[src/sv/asr_pkg.sv]
// Shared types and constants for the adaptive-slice round-robin scheduler.
// Holds the word formats, command codes and exhaustion marks.
// No dependencies.
package asr_pkg;

    localparam int CMD_W     = 3;
    localparam int TASK_ID_W = 4;
    localparam int WORK_W    = 16;
    localparam int CFG_W     = 8;
    localparam int CFG_IDX_W = 1;
    localparam int MARK_W    = 2;

    localparam int NUM_TASKS_DEF  = 16;
    localparam int SLICE_BITS_DEF = 8;

    localparam logic [CMD_W-1:0] CMD_REGISTER = 3'd0;
    localparam logic [CMD_W-1:0] CMD_ENQUEUE  = 3'd1;
    localparam logic [CMD_W-1:0] CMD_PICK     = 3'd2;
    localparam logic [CMD_W-1:0] CMD_TICK     = 3'd3;
    localparam logic [CMD_W-1:0] CMD_STEAL    = 3'd4;

    localparam logic [MARK_W-1:0] MARK_EARLY     = 2'd0;
    localparam logic [MARK_W-1:0] MARK_EXHAUSTED = 2'd1;
    localparam logic [MARK_W-1:0] MARK_UNKNOWN   = 2'd2;

    localparam logic [CFG_IDX_W-1:0] CFG_INITIAL_QUANTUM = 1'd0;
    localparam logic [CFG_IDX_W-1:0] CFG_MAX_SLICE       = 1'd1;

    localparam logic [CFG_W-1:0] INITIAL_QUANTUM_RST = 8'd3;
    localparam logic [CFG_W-1:0] MAX_SLICE_RST       = 8'd5;

    typedef struct packed {
        logic [CMD_W-1:0]     cmd;
        logic [TASK_ID_W-1:0] task_id;
        logic                 task_is_idle;
        logic                 task_on_queue;
        logic [WORK_W-1:0]    work_ticks_left;
    } req_t;

    typedef struct packed {
        logic [TASK_ID_W-1:0] out_task;
        logic                 out_valid;
        logic                 resched;
    } rsp_t;

    typedef struct packed {
        logic we;
        logic resched;
    } upd_ctl_t;

endpackage

[src/sv/asr_ram.sv]
// Generic single-write, single-read synchronous RAM with a registered read.
// Used for the per-task table and the run queue slots.
// No dependencies.
module asr_ram #(
    parameter int WIDTH = 8,
    parameter int DEPTH = 16
) (
    input  logic                     clk,
    input  logic                     we,
    input  logic [$clog2(DEPTH)-1:0] waddr,
    input  logic [WIDTH-1:0]         wdata,
    input  logic                     re,
    input  logic [$clog2(DEPTH)-1:0] raddr,
    output logic [WIDTH-1:0]         rdata
);

    logic [WIDTH-1:0] mem [DEPTH];
    logic [WIDTH-1:0] rdata_reg;

    always_ff @(posedge clk)
    begin
        if (we)
        begin
            mem[waddr] <= wdata;
        end
        if (re)
        begin
            rdata_reg <= mem[raddr];
        end
    end

    assign rdata = rdata_reg;

endmodule

[src/sv/asr_task_upd.sv]
// Read-modify-write logic for one per-task table entry.
// Computes slice adaptation, tick charging and the exhaustion mark.
// Depends on asr_pkg.
module asr_task_upd #(
    parameter int SLICE_BITS = asr_pkg::SLICE_BITS_DEF
) (
    input  logic [asr_pkg::CMD_W-1:0]  cmd,
    input  logic                       task_is_idle,
    input  logic                       task_on_queue,
    input  logic [asr_pkg::WORK_W-1:0] work_ticks_left,
    input  logic [SLICE_BITS-1:0]      init_quantum,
    input  logic [SLICE_BITS-1:0]      max_slice,
    input  logic [SLICE_BITS-1:0]      cur_slice,
    input  logic [SLICE_BITS-1:0]      cur_ticks,
    input  logic [asr_pkg::MARK_W-1:0] cur_mark,
    input  logic [SLICE_BITS-1:0]      cur_tmax,
    output logic [SLICE_BITS-1:0]      new_slice,
    output logic [SLICE_BITS-1:0]      new_ticks,
    output logic [asr_pkg::MARK_W-1:0] new_mark,
    output logic [SLICE_BITS-1:0]      new_tmax,
    output asr_pkg::upd_ctl_t          ctl
);
    import asr_pkg::*;

    localparam logic [SLICE_BITS-1:0] ONE = SLICE_BITS'(1);

    logic [SLICE_BITS-1:0] adj_slice;
    logic [SLICE_BITS-1:0] dec_ticks;

    always_comb
    begin
        adj_slice = cur_slice;
        if (cur_mark == MARK_EXHAUSTED && cur_slice > ONE)
        begin
            adj_slice = cur_slice - ONE;
        end
        else if (cur_mark == MARK_EARLY && cur_slice < cur_tmax)
        begin
            adj_slice = cur_slice + ONE;
        end
        // The remaining count saturates at zero.
        dec_ticks = (cur_ticks != '0) ? cur_ticks - ONE : '0;
    end

    always_comb
    begin
        new_slice   = cur_slice;
        new_ticks   = cur_ticks;
        new_mark    = cur_mark;
        new_tmax    = cur_tmax;
        ctl.we      = 1'b0;
        ctl.resched = 1'b0;
        case (cmd)
            CMD_REGISTER:
            begin
                new_slice = init_quantum;
                new_ticks = init_quantum;
                new_mark  = MARK_UNKNOWN;
                new_tmax  = max_slice;
                ctl.we    = 1'b1;
            end
            CMD_ENQUEUE:
            begin
                if (!task_on_queue && !task_is_idle)
                begin
                    new_slice = adj_slice;
                    new_ticks = adj_slice;
                    ctl.we    = 1'b1;
                end
            end
            CMD_TICK:
            begin
                if (!task_is_idle)
                begin
                    new_ticks = dec_ticks;
                    new_mark  = MARK_EARLY;
                    ctl.we    = 1'b1;
                    if (dec_ticks == '0)
                    begin
                        if (work_ticks_left > WORK_W'(1))
                        begin
                            new_mark = MARK_EXHAUSTED;
                        end
                        ctl.resched = 1'b1;
                    end
                end
            end
            default:
            begin
                ctl.we = 1'b0;
            end
        endcase
    end

endmodule

[src/sv/adaptive_slice_round_robin.sv]
// Top level of the adaptive-slice round-robin scheduler.
// Instantiates asr_ram (task table, queue slots) and asr_task_upd; uses asr_pkg.
//
//   Channel  | Signals                      | Direction | Word
//   ---------+------------------------------+-----------+------------------
//   request  | req_valid, req_stall, req    | in        | asr_pkg::req_t
//   response | rsp_valid, rsp_stall, rsp    | out       | asr_pkg::rsp_t
//   config   | cfg_we, cfg_index, cfg_data  | in        | 8-bit register
//
// Each word is handled in order: the accept cycle reads the task table and the
// queue slot memory, then the execute state modifies and writes back and loads the
// response register. One word is in flight at a time, so no forwarding is needed.
// Reset clears the queue pointers and restores the configuration defaults;
// the memories start undefined. A stalled response holds the execute cycle,
// and req_stall stays high until that word has moved into the response register.
module adaptive_slice_round_robin #(
    parameter int NUM_TASKS  = asr_pkg::NUM_TASKS_DEF,
    parameter int SLICE_BITS = asr_pkg::SLICE_BITS_DEF
) (
    input  logic                          clk,
    input  logic                          rst_n,
    input  logic                          req_valid,
    output logic                          req_stall,
    input  asr_pkg::req_t                 req,
    output logic                          rsp_valid,
    input  logic                          rsp_stall,
    output asr_pkg::rsp_t                 rsp,
    input  logic                          cfg_we,
    input  logic [asr_pkg::CFG_IDX_W-1:0] cfg_index,
    input  logic [asr_pkg::CFG_W-1:0]     cfg_data
);
    import asr_pkg::*;

    localparam int TW = $clog2(NUM_TASKS);
    localparam int QW = TW + 2;
    localparam int EW = 3 * SLICE_BITS + MARK_W;
    localparam int CW = CFG_W + SLICE_BITS;
    localparam logic [SLICE_BITS-1:0] SLICE_MAX = '1;

    typedef enum logic {ST_IDLE, ST_EXEC} state_t;

    function automatic logic [TW-1:0] tid_index(input logic [TASK_ID_W-1:0] t);
        logic [TW-1:0] r;
        r = '0;
        for (int k = 0; k < 2 ** TASK_ID_W; k++)
        begin
            if (t == TASK_ID_W'(k))
            begin
                r = TW'(k % NUM_TASKS);
            end
        end
        return r;
    endfunction

    function automatic logic [SLICE_BITS-1:0] clamp_slice(input logic [CFG_W-1:0] v);
        logic [SLICE_BITS-1:0] r;
        r = (CW'(v) > CW'(SLICE_MAX)) ? SLICE_MAX : SLICE_BITS'(v);
        return r;
    endfunction

    state_t                state_reg;
    req_t                  item_reg;
    logic [TW-1:0]         idx_reg;
    logic [TW-1:0]         queue_head_reg;
    logic [TW:0]           queue_count_reg;
    rsp_t                  rsp_reg;
    logic                  rsp_valid_reg;
    logic [CFG_W-1:0]      init_quantum_reg;
    logic [CFG_W-1:0]      max_slice_reg;

    logic                  accept;
    logic                  fire;
    logic [QW-1:0]         tail_sum;
    logic [QW-1:0]         last_sum;
    logic [TW-1:0]         tail_idx;
    logic [TW-1:0]         last_idx;
    logic [TW-1:0]         slot_raddr;
    logic [TASK_ID_W-1:0]  slot_rdata;
    logic                  slot_we;
    logic                  queue_full;
    logic                  queue_empty;
    logic                  is_enq;
    logic                  is_take;
    logic [TW-1:0]         head_inc;

    logic [EW-1:0]         tbl_rdata;
    logic [EW-1:0]         tbl_wdata;
    logic                  tbl_we;
    logic [SLICE_BITS-1:0] new_slice;
    logic [SLICE_BITS-1:0] new_ticks;
    logic [MARK_W-1:0]     new_mark;
    logic [SLICE_BITS-1:0] new_tmax;
    upd_ctl_t              upd_ctl;
    rsp_t                  rsp_next;

    assign accept    = req_valid && (state_reg == ST_IDLE);
    assign fire      = (state_reg == ST_EXEC) && (!rsp_valid_reg || !rsp_stall);
    assign req_stall = (state_reg != ST_IDLE);
    assign rsp_valid = rsp_valid_reg;
    assign rsp       = rsp_reg;

    // Queue index arithmetic: sums stay below twice the depth, so one
    // conditional subtract wraps them.
    always_comb
    begin
        queue_full  = (queue_count_reg == (TW + 1)'(NUM_TASKS));
        queue_empty = (queue_count_reg == '0);
        tail_sum    = QW'(queue_head_reg) + QW'(queue_count_reg);
        last_sum    = tail_sum - QW'(1);
        tail_idx    = (tail_sum >= QW'(NUM_TASKS)) ? TW'(tail_sum - QW'(NUM_TASKS))
                                                   : TW'(tail_sum);
        last_idx    = (last_sum >= QW'(NUM_TASKS)) ? TW'(last_sum - QW'(NUM_TASKS))
                                                   : TW'(last_sum);
        head_inc    = ((TW + 1)'(queue_head_reg) + (TW + 1)'(1) == (TW + 1)'(NUM_TASKS))
                      ? '0 : queue_head_reg + TW'(1);
        slot_raddr  = (req.cmd == CMD_STEAL && !queue_empty) ? last_idx : queue_head_reg;
    end

    asr_ram #(
        .WIDTH (EW),
        .DEPTH (NUM_TASKS)
    ) u_task_ram (
        .clk   (clk),
        .we    (tbl_we),
        .waddr (idx_reg),
        .wdata (tbl_wdata),
        .re    (accept),
        .raddr (tid_index(req.task_id)),
        .rdata (tbl_rdata)
    );

    asr_ram #(
        .WIDTH (TASK_ID_W),
        .DEPTH (NUM_TASKS)
    ) u_slot_ram (
        .clk   (clk),
        .we    (slot_we),
        .waddr (tail_idx),
        .wdata (TASK_ID_W'(idx_reg)),
        .re    (accept),
        .raddr (slot_raddr),
        .rdata (slot_rdata)
    );

    asr_task_upd #(
        .SLICE_BITS (SLICE_BITS)
    ) u_task_upd (
        .cmd             (item_reg.cmd),
        .task_is_idle    (item_reg.task_is_idle),
        .task_on_queue   (item_reg.task_on_queue),
        .work_ticks_left (item_reg.work_ticks_left),
        .init_quantum    (clamp_slice(init_quantum_reg)),
        .max_slice       (clamp_slice(max_slice_reg)),
        .cur_slice       (tbl_rdata[EW-1 -: SLICE_BITS]),
        .cur_ticks       (tbl_rdata[EW-SLICE_BITS-1 -: SLICE_BITS]),
        .cur_mark        (tbl_rdata[SLICE_BITS +: MARK_W]),
        .cur_tmax        (tbl_rdata[SLICE_BITS-1:0]),
        .new_slice       (new_slice),
        .new_ticks       (new_ticks),
        .new_mark        (new_mark),
        .new_tmax        (new_tmax),
        .ctl             (upd_ctl)
    );

    always_comb
    begin
        tbl_wdata = {new_slice, new_ticks, new_mark, new_tmax};
        tbl_we    = fire && upd_ctl.we;
        is_enq    = (item_reg.cmd == CMD_ENQUEUE)
                    && !item_reg.task_on_queue && !item_reg.task_is_idle;
        is_take   = (item_reg.cmd == CMD_PICK || item_reg.cmd == CMD_STEAL) && !queue_empty;
        slot_we   = fire && is_enq && !queue_full;
        rsp_next.out_valid = is_take;
        rsp_next.out_task  = is_take ? slot_rdata : '0;
        rsp_next.resched   = upd_ctl.resched;
    end

    always_ff @(posedge clk or negedge rst_n)
    begin
        if (!rst_n)
        begin
            state_reg       <= ST_IDLE;
            item_reg        <= '0;
            idx_reg         <= '0;
            queue_head_reg  <= '0;
            queue_count_reg <= '0;
            rsp_reg         <= '0;
            rsp_valid_reg   <= 1'b0;
        end
        else
        begin
            if (rsp_valid_reg && !rsp_stall && !fire)
            begin
                rsp_valid_reg <= 1'b0;
            end
            case (state_reg)
                ST_IDLE:
                begin
                    if (accept)
                    begin
                        item_reg  <= req;
                        idx_reg   <= tid_index(req.task_id);
                        state_reg <= ST_EXEC;
                    end
                end
                ST_EXEC:
                begin
                    if (fire)
                    begin
                        rsp_reg       <= rsp_next;
                        rsp_valid_reg <= 1'b1;
                        state_reg     <= ST_IDLE;
                        if (slot_we)
                        begin
                            queue_count_reg <= queue_count_reg + (TW + 1)'(1);
                        end
                        else if (is_take)
                        begin
                            queue_count_reg <= queue_count_reg - (TW + 1)'(1);
                            if (item_reg.cmd == CMD_PICK)
                            begin
                                queue_head_reg <= head_inc;
                            end
                        end
                    end
                end
                default:
                begin
                    state_reg <= ST_IDLE;
                end
            endcase
        end
    end

    always_ff @(posedge clk or negedge rst_n)
    begin
        if (!rst_n)
        begin
            init_quantum_reg <= INITIAL_QUANTUM_RST;
            max_slice_reg    <= MAX_SLICE_RST;
        end
        else if (cfg_we)
        begin
            case (cfg_index)
                CFG_INITIAL_QUANTUM: init_quantum_reg <= cfg_data;
                CFG_MAX_SLICE:       max_slice_reg    <= cfg_data;
                default:             init_quantum_reg <= init_quantum_reg;
            endcase
        end
    end

endmodule
[config.mk]
export PLATFORM = sky130hd
export DESIGN_NAME = adaptive_slice_round_robin
export DESIGN_NICKNAME = d
export VERILOG_FILES = /design/src/sv/asr_pkg.sv /design/src/sv/asr_ram.sv /design/src/sv/asr_task_upd.sv /design/src/sv/adaptive_slice_round_robin.sv
export SDC_FILE = /design/constraint.sdc
export NUM_CORES = 1
export LEC_CHECK = 0
export ABC_AREA = 1
export BUFFER_PORTS_ARGS = -buffer_cell sky130_fd_sc_hd__buf_2
export CAP_MARGIN = 15
export CORE_MARGIN = 4
export CORE_UTILIZATION = 49
export CTS_CLUSTER_DIAMETER = 150
export DETAILED_ROUTE_END_ITERATION = 8
export GPL_ROUTABILITY_DRIVEN = 0
export HOLD_SLACK_MARGIN = 0.05
export PLACE_DENSITY_LB_ADDON = 0.05
export REMOVE_ABC_BUFFERS = 1
export SYNTH_ARGS = -nofsm -noshare
export SYNTH_HDL_FRONTEND = slang
export SYNTH_HIERARCHICAL = 1
export SYNTH_SLANG_ARGS = --single-unit
export TNS_END_PERCENT = 5
[constraint.sdc]
create_clock -name clk -period 4.6 [get_ports clk]
set_input_delay 0.46 -clock clk [delete_from_list [all_inputs] [get_ports clk]]
set_output_delay 0.46 -clock clk [all_outputs]
set_load 0.03 [all_outputs]
# --- Word level (Yosys, flattened, before mapping) ---
# Memories as Yosys holds them, arrays and structs flattened. A register that Yosys moved wholly into a read port is not among the register bits.
# Cells that the tools add are included.
# W data, S select, Z words.
classes:
  addsub: 11
  magnitude_cmp: 5
  eq_ne: 23
  mux: 50
  bitwise_logic: 3
  n_reduce_logical: 35
ops:
  columns: ["op", "n"]
  rows:
  - ["$mux W4", 19]
  - ["$mux W8", 7]
  - ["$eq A4 B4 Y1 const B", 8]
  - ["$pmux W8 S3", 1]
  - ["$eq A4 B3 Y1 const B", 4]
  - ["$gt A16 B1 Y1 const B", 1]
  - ["$pmux W8 S2", 1]
  - ["$sub A8 B1 Y8 const B", 2]
  - ["$mux W1", 15]
  - ["$logic_and A1 B1 Y1", 14]
  - ["$ge A6 B5 Y1 const B", 2]
  - ["$eq A5 B5 Y1 const B", 2]
  - ["$mux W5", 2]
  - ["$add A8 B1 Y8 const B", 1]
  - ["$eq A4 B2 Y1 const B", 2]
  - ["$gt A8 B1 Y1 const B", 1]
  - ["$logic_not A8 Y1", 1]
  - ["$lt A8 B8 Y1", 1]
  - ["$reduce_and A2 Y1", 4]
  - ["$reduce_bool A8 Y1", 1]
  - ["$sub A4 B1 Y4 const B", 2]
  - ["$logic_not A1 Y1", 7]
  - ["$add A4 B5 Y6", 1]
  - ["$eq A3 B2 Y1 const B", 2]
  - ["other kinds (21)", 26]
totals:
  ff_bits: 58
  ram_bits: 480
  word_cells: 143
  n_memories: 2
memory_table:
  columns: ["memory", "words", "width", "rd", "rd_ports_with_merged_regs", "wr", "line_no", "source"]
  rows:
  - ["u_task_ram.mem", 16, 26, 1, 1, 1, "asr_ram.sv:17", "logic [WIDTH-1:0] mem [DEPTH];"]
  - ["u_slot_ram.mem", 16, 4, 1, 1, 1, "asr_ram.sv:17", null]

# --- Depth between registers and ports, before layout ---
# Gate-level depths: netlist of the first run.
depth:
  word_depth: 16
  ltp_mapped: 14
  mapped_depth_nobuf: 14

# --- Cells and area by module ---
# The synthesis of the first run kept the hierarchy.
modules_own_cells:
  columns: ["module", "n_inst", "cells_each", "area_per_inst_um2"]
  rows:
  - ["asr_ram (u_task_ram)", 1, 1727, 18574.1]
  - ["asr_ram (u_slot_ram)", 1, 290, 3006.6]
  - ["adaptive_slice_round_robin", 1, 310, 2737.6]
  - ["asr_task_upd", 1, 308, 1621.6]

# --- Least setup slack after synthesis of the first run ---
# OpenSTA, ideal clock, no wires.
synth_timing:
  path_kind: "register -> register"
  start: "reg item_reg[24] in the netlist's numbering"
  end: "mem u_task_ram/mem[12][0] in the netlist's numbering (enable)"
  setup_ns: 0.409
  arrival_ns: 2.756
  setup_slack_ns: 1.435
  path_stages_with_launch: 11
  period_less_slack_ns: 3.165
  cell_sequence: "dfrtp_1 > nor2_1 > inv_2 > nor2_4 > inv_1 > buf_2 > o211ai_1 > inv_1 > nor2_1 > nand3_1 > nor2_1"
synth_rtl:
  columns: ["element", "line_no", "source"]
  rows:
  - ["start, declared", "adaptive_slice_round_robin.sv:62", "req_t item_reg;"]
  - ["start signal, assigned", "adaptive_slice_round_robin.sv:201", "item_reg <= req;"]
  - ["end, declared", "asr_ram.sv:17", null]

==> flow_summary.yaml, run 1 <==
clock_tree:
  cts.path.max_buffers: 3
  insertion_delay_ns: 0.62
  cts_sinks: 567
  htreeDepth: 2
  cts-root-buf: "clkbuf_16"
  cts_resized: 0
  cts_tree: "yes"
  cts_setup_buffers: 0
  clk_pin_slew_worst_paths_ns: 0.06
  numCtsBuffers: 60
routing:
  dr_total_vias: 18000
  drcViolationCount: 0
  wl_per_cell_um: 19.1
  antenna_left: 0
  viasPerCell: 5.24
  drt_iter0_markers: 1522
  wirelength_um: 65400
  drtPass1Iterations: 6
final_layout:
  drive_gt1_frac: 0.0967
  largest_reg_flops: 416
  nets: 2750
  diodes: 0
  multi_input_comb_area_um2: 7000
  final_area_um2: 29200
  regArea_um2: 16700
  fill_cells: 4533
  area_growth_syn_to_layout_pct: 12.5
placement:
  port_buffers: 45
  hpwlAfterDp_um: 37600
  placed_area_um2: 27000
timing:
  setup_viol_count_final: 0
  rsz0062_at_grt: "no"
  hold_viol: 0
  tightestPinTransition_ns: 1.14
  period_needed_ns: 3.43
  slew_headroom: 0.241
  slew_viol_final: 0
  max_freq_mhz: 292
  min_period_over_period: 0.745
  skew_ns: 0.0148
  setup_tns_ns: 0
setup_path:
  setup.worst_path.start_class: "flip-flop"
  worstPathCellList: "nor2_1 -> inv_2 -> nor2_4 -> inv_1 -> o211ai_1 -> inv_1 -> nor2_1 -> nand3_1 -> nor2_4 -> buf_4"
  critPathTopFamily: "simple AND/OR/NAND/NOR gates"
  worstSetupPathType: "reg2reg"
  path_max_fanout: 16
  worstPathArrival_ns: 3.70
  cp.depth: 10
  r2r_cells: 10
  crit_buf_inv: 4
  required_ns: 4.87
  crit_path_end_kind: "flip-flop"
  slowest_stage: "dfrtp_1"
  cpPeakStageDelay_ns: 0.48
floorplanning:
  start_util: 0.494
  io_pins: 47
  die_area_um2: 56600
  die_h_um: 238
  die-width_um: 238
  rows: 84
  core_region_area_um2: 52400
yosys:
  synth_area_um2: 25900
  avgSynthCellArea_um2: 9.85
  syn-instance-count: 2631
  yosys_warnings: 6
power_and_ir_drop:
  leakagePower_nw: 12.7
  vdd_drop_max_v: 0.000313
  power_density_nw_per_um2: 468
grt:
  grt_pass1_vias: 17200
  grt_max_degree: 147
  overflow: 0
  grt_pass1_wl_um: 100000
  grt_usage: 0.230
  antenna_found_initial: 0
outcome:
  status: "finished, final reports clean"
hold_path:
  min_delay_path_depth: 3
  hold_path_class: "in2reg"
job:
  drv_cap: 0
## timing repair
item	in CTS	in global routing
hold buffers	15	0
endpoints found under the hold margin	67	0
setup endpoints to repair	0	0
## worst reg2reg max path, cell delays in order, from the launching register on
cell and delay (ns):
dfrtp_1 0.48, nor2_1 0.23, inv_2 0.16, nor2_4 0.18, inv_1 0.19, o211ai_1 0.23, inv_1 0.06, nor2_1 0.25
nand3_1 0.36, nor2_4 0.46, buf_4 0.45
## layout make-up
type | instances | share of cell area
Multi-Input combinational cell | 1500 | 0.240
Tap cell | 688 | 0.0295
Clock buffer | 85 | 0.0593
Timing Repair Buffer | 108 | 0.0282
Inverter | 452 | 0.0588
Clock inverter | 29 | 0.00957
Sequential cell | 567 | 0.574
## power breakdown
part / total (W) / internal, W / switching [W]
Sequential: 0.00643 / 0.00621 / 0.000215
Clock: 0.00486 / 0.00289 / 0.00198
Combinational: 0.00235 / 0.000641 / 0.00171
Total: 0.0136 / 0.00974 / 0.00391
## cells in the final DEF, fill, tap and decap left out, types with 5 or more instances in the layout
| master | count |
|---|---|
| nand3b_1 | 5 |
| dfrtp_1 | 53 |
| inv_1 | 433 |
| bufinv_16 | 5 |
| dlygate4sd3_1 | 15 |
| nand2_4 | 6 |
| buf_2 | 43 |
| o21ai_0 | 28 |
| nand3_1 | 409 |
| clkbuf_1 | 14 |
| buf_12 | 6 |
| nor2_1 | 38 |
| buf_4 | 42 |
| a21oi_1 | 23 |
| clkinv_1 | 10 |
| nand2_2 | 8 |
| clkbuf_16 | 62 |
| inv_2 | 11 |
| clkinv_2 | 12 |
| o21ai_1 | 8 |
| nand2_1 | 859 |
| xnor2_1 | 5 |
| o211ai_1 | 12 |
| clkbuf_8 | 9 |
| nor2_4 | 20 |
| nor2_2 | 8 |
| edfxtp_1 | 510 |
| ha_1 | 20 |
| nand4_1 | 15 |
## stage by stage
stage	utilization	total power, W	std cells	worst slack (ns)	hold WS, ns
2_1_floorplan	-	0.00792	2519	0.883	0.164
3_3_place_gp	0.514	0.00882	3298	1.22	0.461
3_5_place_dp	0.514	0.00887	3298	1.17	0.470
4_1_cts	0.556	0.0138	3427	1.14	0.0541
5_1_grt	0.556	0.0143	3429	0.926	0.0613
6_report	0.556	0.0136	3429	1.17	0.0851
## per-layer routing
layer	up-vias	track usage	wire length, um
met5	-	0	0
met2	586	0.369	30300
met1	8613	0.322	28700
met3	112	0.0364	4280
li1	8653	-	-
met4	0	0.0817	2090
## path summary, 6_finish.rpt
| path | from | end | slack [ns] |
|---|---|---|---|
| max reg2reg | item_reg[24] | u_task_ram/mem[14][0] | 1.17 |
| min reg2reg | u_slot_ram/rdata[1] | rsp[3] | 0.48 |
| min in group asynchronous | rst_n | rsp[3] | 0.54 |
| max | item_reg[24] | u_task_ram/mem[14][0] | 1.17 |
| min | req[8] | item_reg[8] | 0.09 |
| max in group asynchronous | rst_n | init_quantum_reg[4] | 3.53 |
Power figures use the tool's default switching activity.
==> inputs of run 2 (changes only) <==
- clock period: 4.6 -> 3 ns (I/O delays scaled with it)
==> run 2 against run 1 <==
Net effect: clock-buffer cell count is 6 lower; flip-flop and latch count stayed put; worst setup slack worse by 1.0 ns; final area is 2.7% higher; non-clock buffer count is 69 higher; combinational power is 65% higher; first-iteration DRC count is 3.7% lower; sequential share of layout area is 1.5 points lower; sequential power is 52% higher; critical endpoint is now u_task_ram/mem[0][2]; largest cell class unchanged.
==> flow_summary.yaml, run 2 (synthesis results as in run 1) <==
final_layout:
  multi_input_comb_area_um2: 7010
  area_growth_syn_to_layout_pct: 15.6
  fill_cells: 4482
  regArea_um2: 16700
  final_cells: 3498
  final_common_cell: "nand2_1"
  utilization: 0.571
  mostFrequentLayoutCells: "nand2_1 (859), edfxtp_1 (510), inv_1 (433)"
  largest_reg_flops: 416
  diodes: 0
  nets: 2819
  final_area_um2: 29900
  drive_gt1_frac: 0.115
clock_tree:
  clk_pin_slew_worst_paths_ns: 0.06
  numCtsBuffers: 60
  cts_tree: "yes"
  cts-root-buf: "clkbuf_16"
  cts_sinks: 567
  htreeDepth: 2
  insertion_delay_ns: 0.63
  cts.path.max_buffers: 3
timing:
  hold_viol: 0
  tightestPinTransition_ns: 0.945
  setup_viol_count_final: 0
  slew_viol_final: 0
  max_freq_mhz: 348
  period_needed_ns: 2.87
  min_period_over_period: 0.958
  slew_headroom: 0.370
  rsz0062_at_grt: "no"
  skew_ns: 0.0291
  whs_ns: 0.199
floorplanning:
  core_region_area_um2: 52400
  die-width_um: 238
  die_area_um2: 56600
  io_pins: 47
  die_h_um: 238
  rows: 84
  start_util: 0.494
setup_path:
  path_max_fanout: 16
  crit_path_end_kind: "flip-flop"
  setup.worst_path.start_class: "flip-flop"
  worstSetupPathType: "reg2reg"
  crit_buf_inv: 4
  critPathTopFamily: "simple AND/OR/NAND/NOR gates"
  required_ns: 3.28
  slowest_stage: "dfrtp_1"
  cpPeakStageDelay_ns: 0.42
  worstPathArrival_ns: 3.15
  worstPathCellList: "nor2_1 -> inv_2 -> nor2_4 -> inv_1 -> o211ai_1 -> inv_1 -> nor2_2 -> nand2_1 -> nor2_4 -> buf_4"
grt:
  grt_usage: 0.233
  grt_util_met1: 0.335
  grt_max_degree: 127
  grt_pass1_wl_um: 102000
  antenna_found_initial: 0
  grtUsageMet2: 0.377
  grt_use_met3: 0.0294
  grt.busiest_layer: "met2"
  grt_pass1_vias: 17400
  overflow: 0
routing:
  drt_iter0_markers: 1465
  drcViolationCount: 0
  dr_total_vias: 18100
  antenna_left: 0
  drtPass1Iterations: 6
  wl_per_cell_um: 18.9
  wirelength_um: 66200
  viasPerCell: 5.19
power_and_ir_drop:
  leakagePower_nw: 13.1
  vdd_drop_max_v: 0.000472
  power_density_nw_per_um2: 714
job:
  drv_cap: 0
hold_path:
  hold_path_class: "in2reg"
placement:
  post-place-cells: 3351
  hpwlAfterDp_um: 40100
  port_buffers: 45
  placed_area_um2: 27500
outcome:
  status: "finished, final reports clean"
-- run 2: cell count changes in the layout (fill, tap and decap cells not counted), moves of 2 or more --
cell / delta
o21ai_0: +3
buf_12: +12
clkbuf_8: -4
clkinv_2: +2
buf_4: +43
dlygate4sd3_1: +15
bufinv_16: +5
o21ai_1: -4
-- run 2: metal layers --
metal / part of all wire / wire length (um)
met5: 0 / 0
met4: 0.023 / 1550
met3: 0.058 / 3830
met2: 0.47 / 31000
met1: 0.45 / 29800
-- run 2: power by group --
group / switching, W / total (W) / internal, W / leakage (nW)
Clock: 0.00302 / 0.00773 / 0.00470 / 1.01
Combinational: 0.00274 / 0.00388 / 0.00114 / 6.80
Sequential: 0.000260 / 0.00977 / 0.00951 / 5.33
-- run 2: cell type report --
class | instances | area share
clock buffers | 79 | 0.0549
multi-input cells | 1500 | 0.234
flip-flops and latches | 567 | 0.559
repair buffers | 177 | 0.0510
clock inverters | 35 | 0.0144
well taps | 688 | 0.0288
inverters | 452 | 0.0573
-- run 2: path summary, 6_finish.rpt --
kind                              startpoint  cells after the start              endpoint  slack (ns)
worst min-delay path               req_valid                      4             req_stall        0.20
worst min register to register        rsp[1]                      2                rsp[1]        0.47
worst max-delay path            item_reg[23]                     10  u_task_ram/mem[0][2]        0.13
worst max register to register  item_reg[23]                     10  u_task_ram/mem[0][2]        0.13
min in group asynchronous              rst_n                      2     queue_head_reg[0]        0.34
max in group asynchronous              rst_n                      3      max_slice_reg[0]        1.89
-- run 2: worst register-to-register path: cells and delay by family (launching register included) --
family | cells | cell delay [ns]
DFF | 1 | 0.42
and+or+nand+nor | 5 | 1.27
buffers and inverters | 4 | 0.67
AOI/OAI and AO/OA | 1 | 0.17
-- run 2: stage by stage --
step | setup WS [ns] | total power, W | setup TNS [ns]
6_report | 0.127 | 0.0214 | 0
2_1_floorplan | -0.717 | 0.0121 | -161.83
4_1_cts | 0.0620 | 0.0215 | 0
3_5_place_dp | -0.0607 | 0.0138 | -1.64
5_1_grt | 0.00825 | 0.0223 | 0
3_3_place_gp | -0.00954 | 0.0137 | -0.125
-- run 2: repair_timing --
action	in CTS	in global routing
setup endpoints to repair	79	120
gates resized for setup	1	1
buffers inserted	2	1
hold buffers	30	0
pin swaps	0	1
hold endpoints to repair	69	0
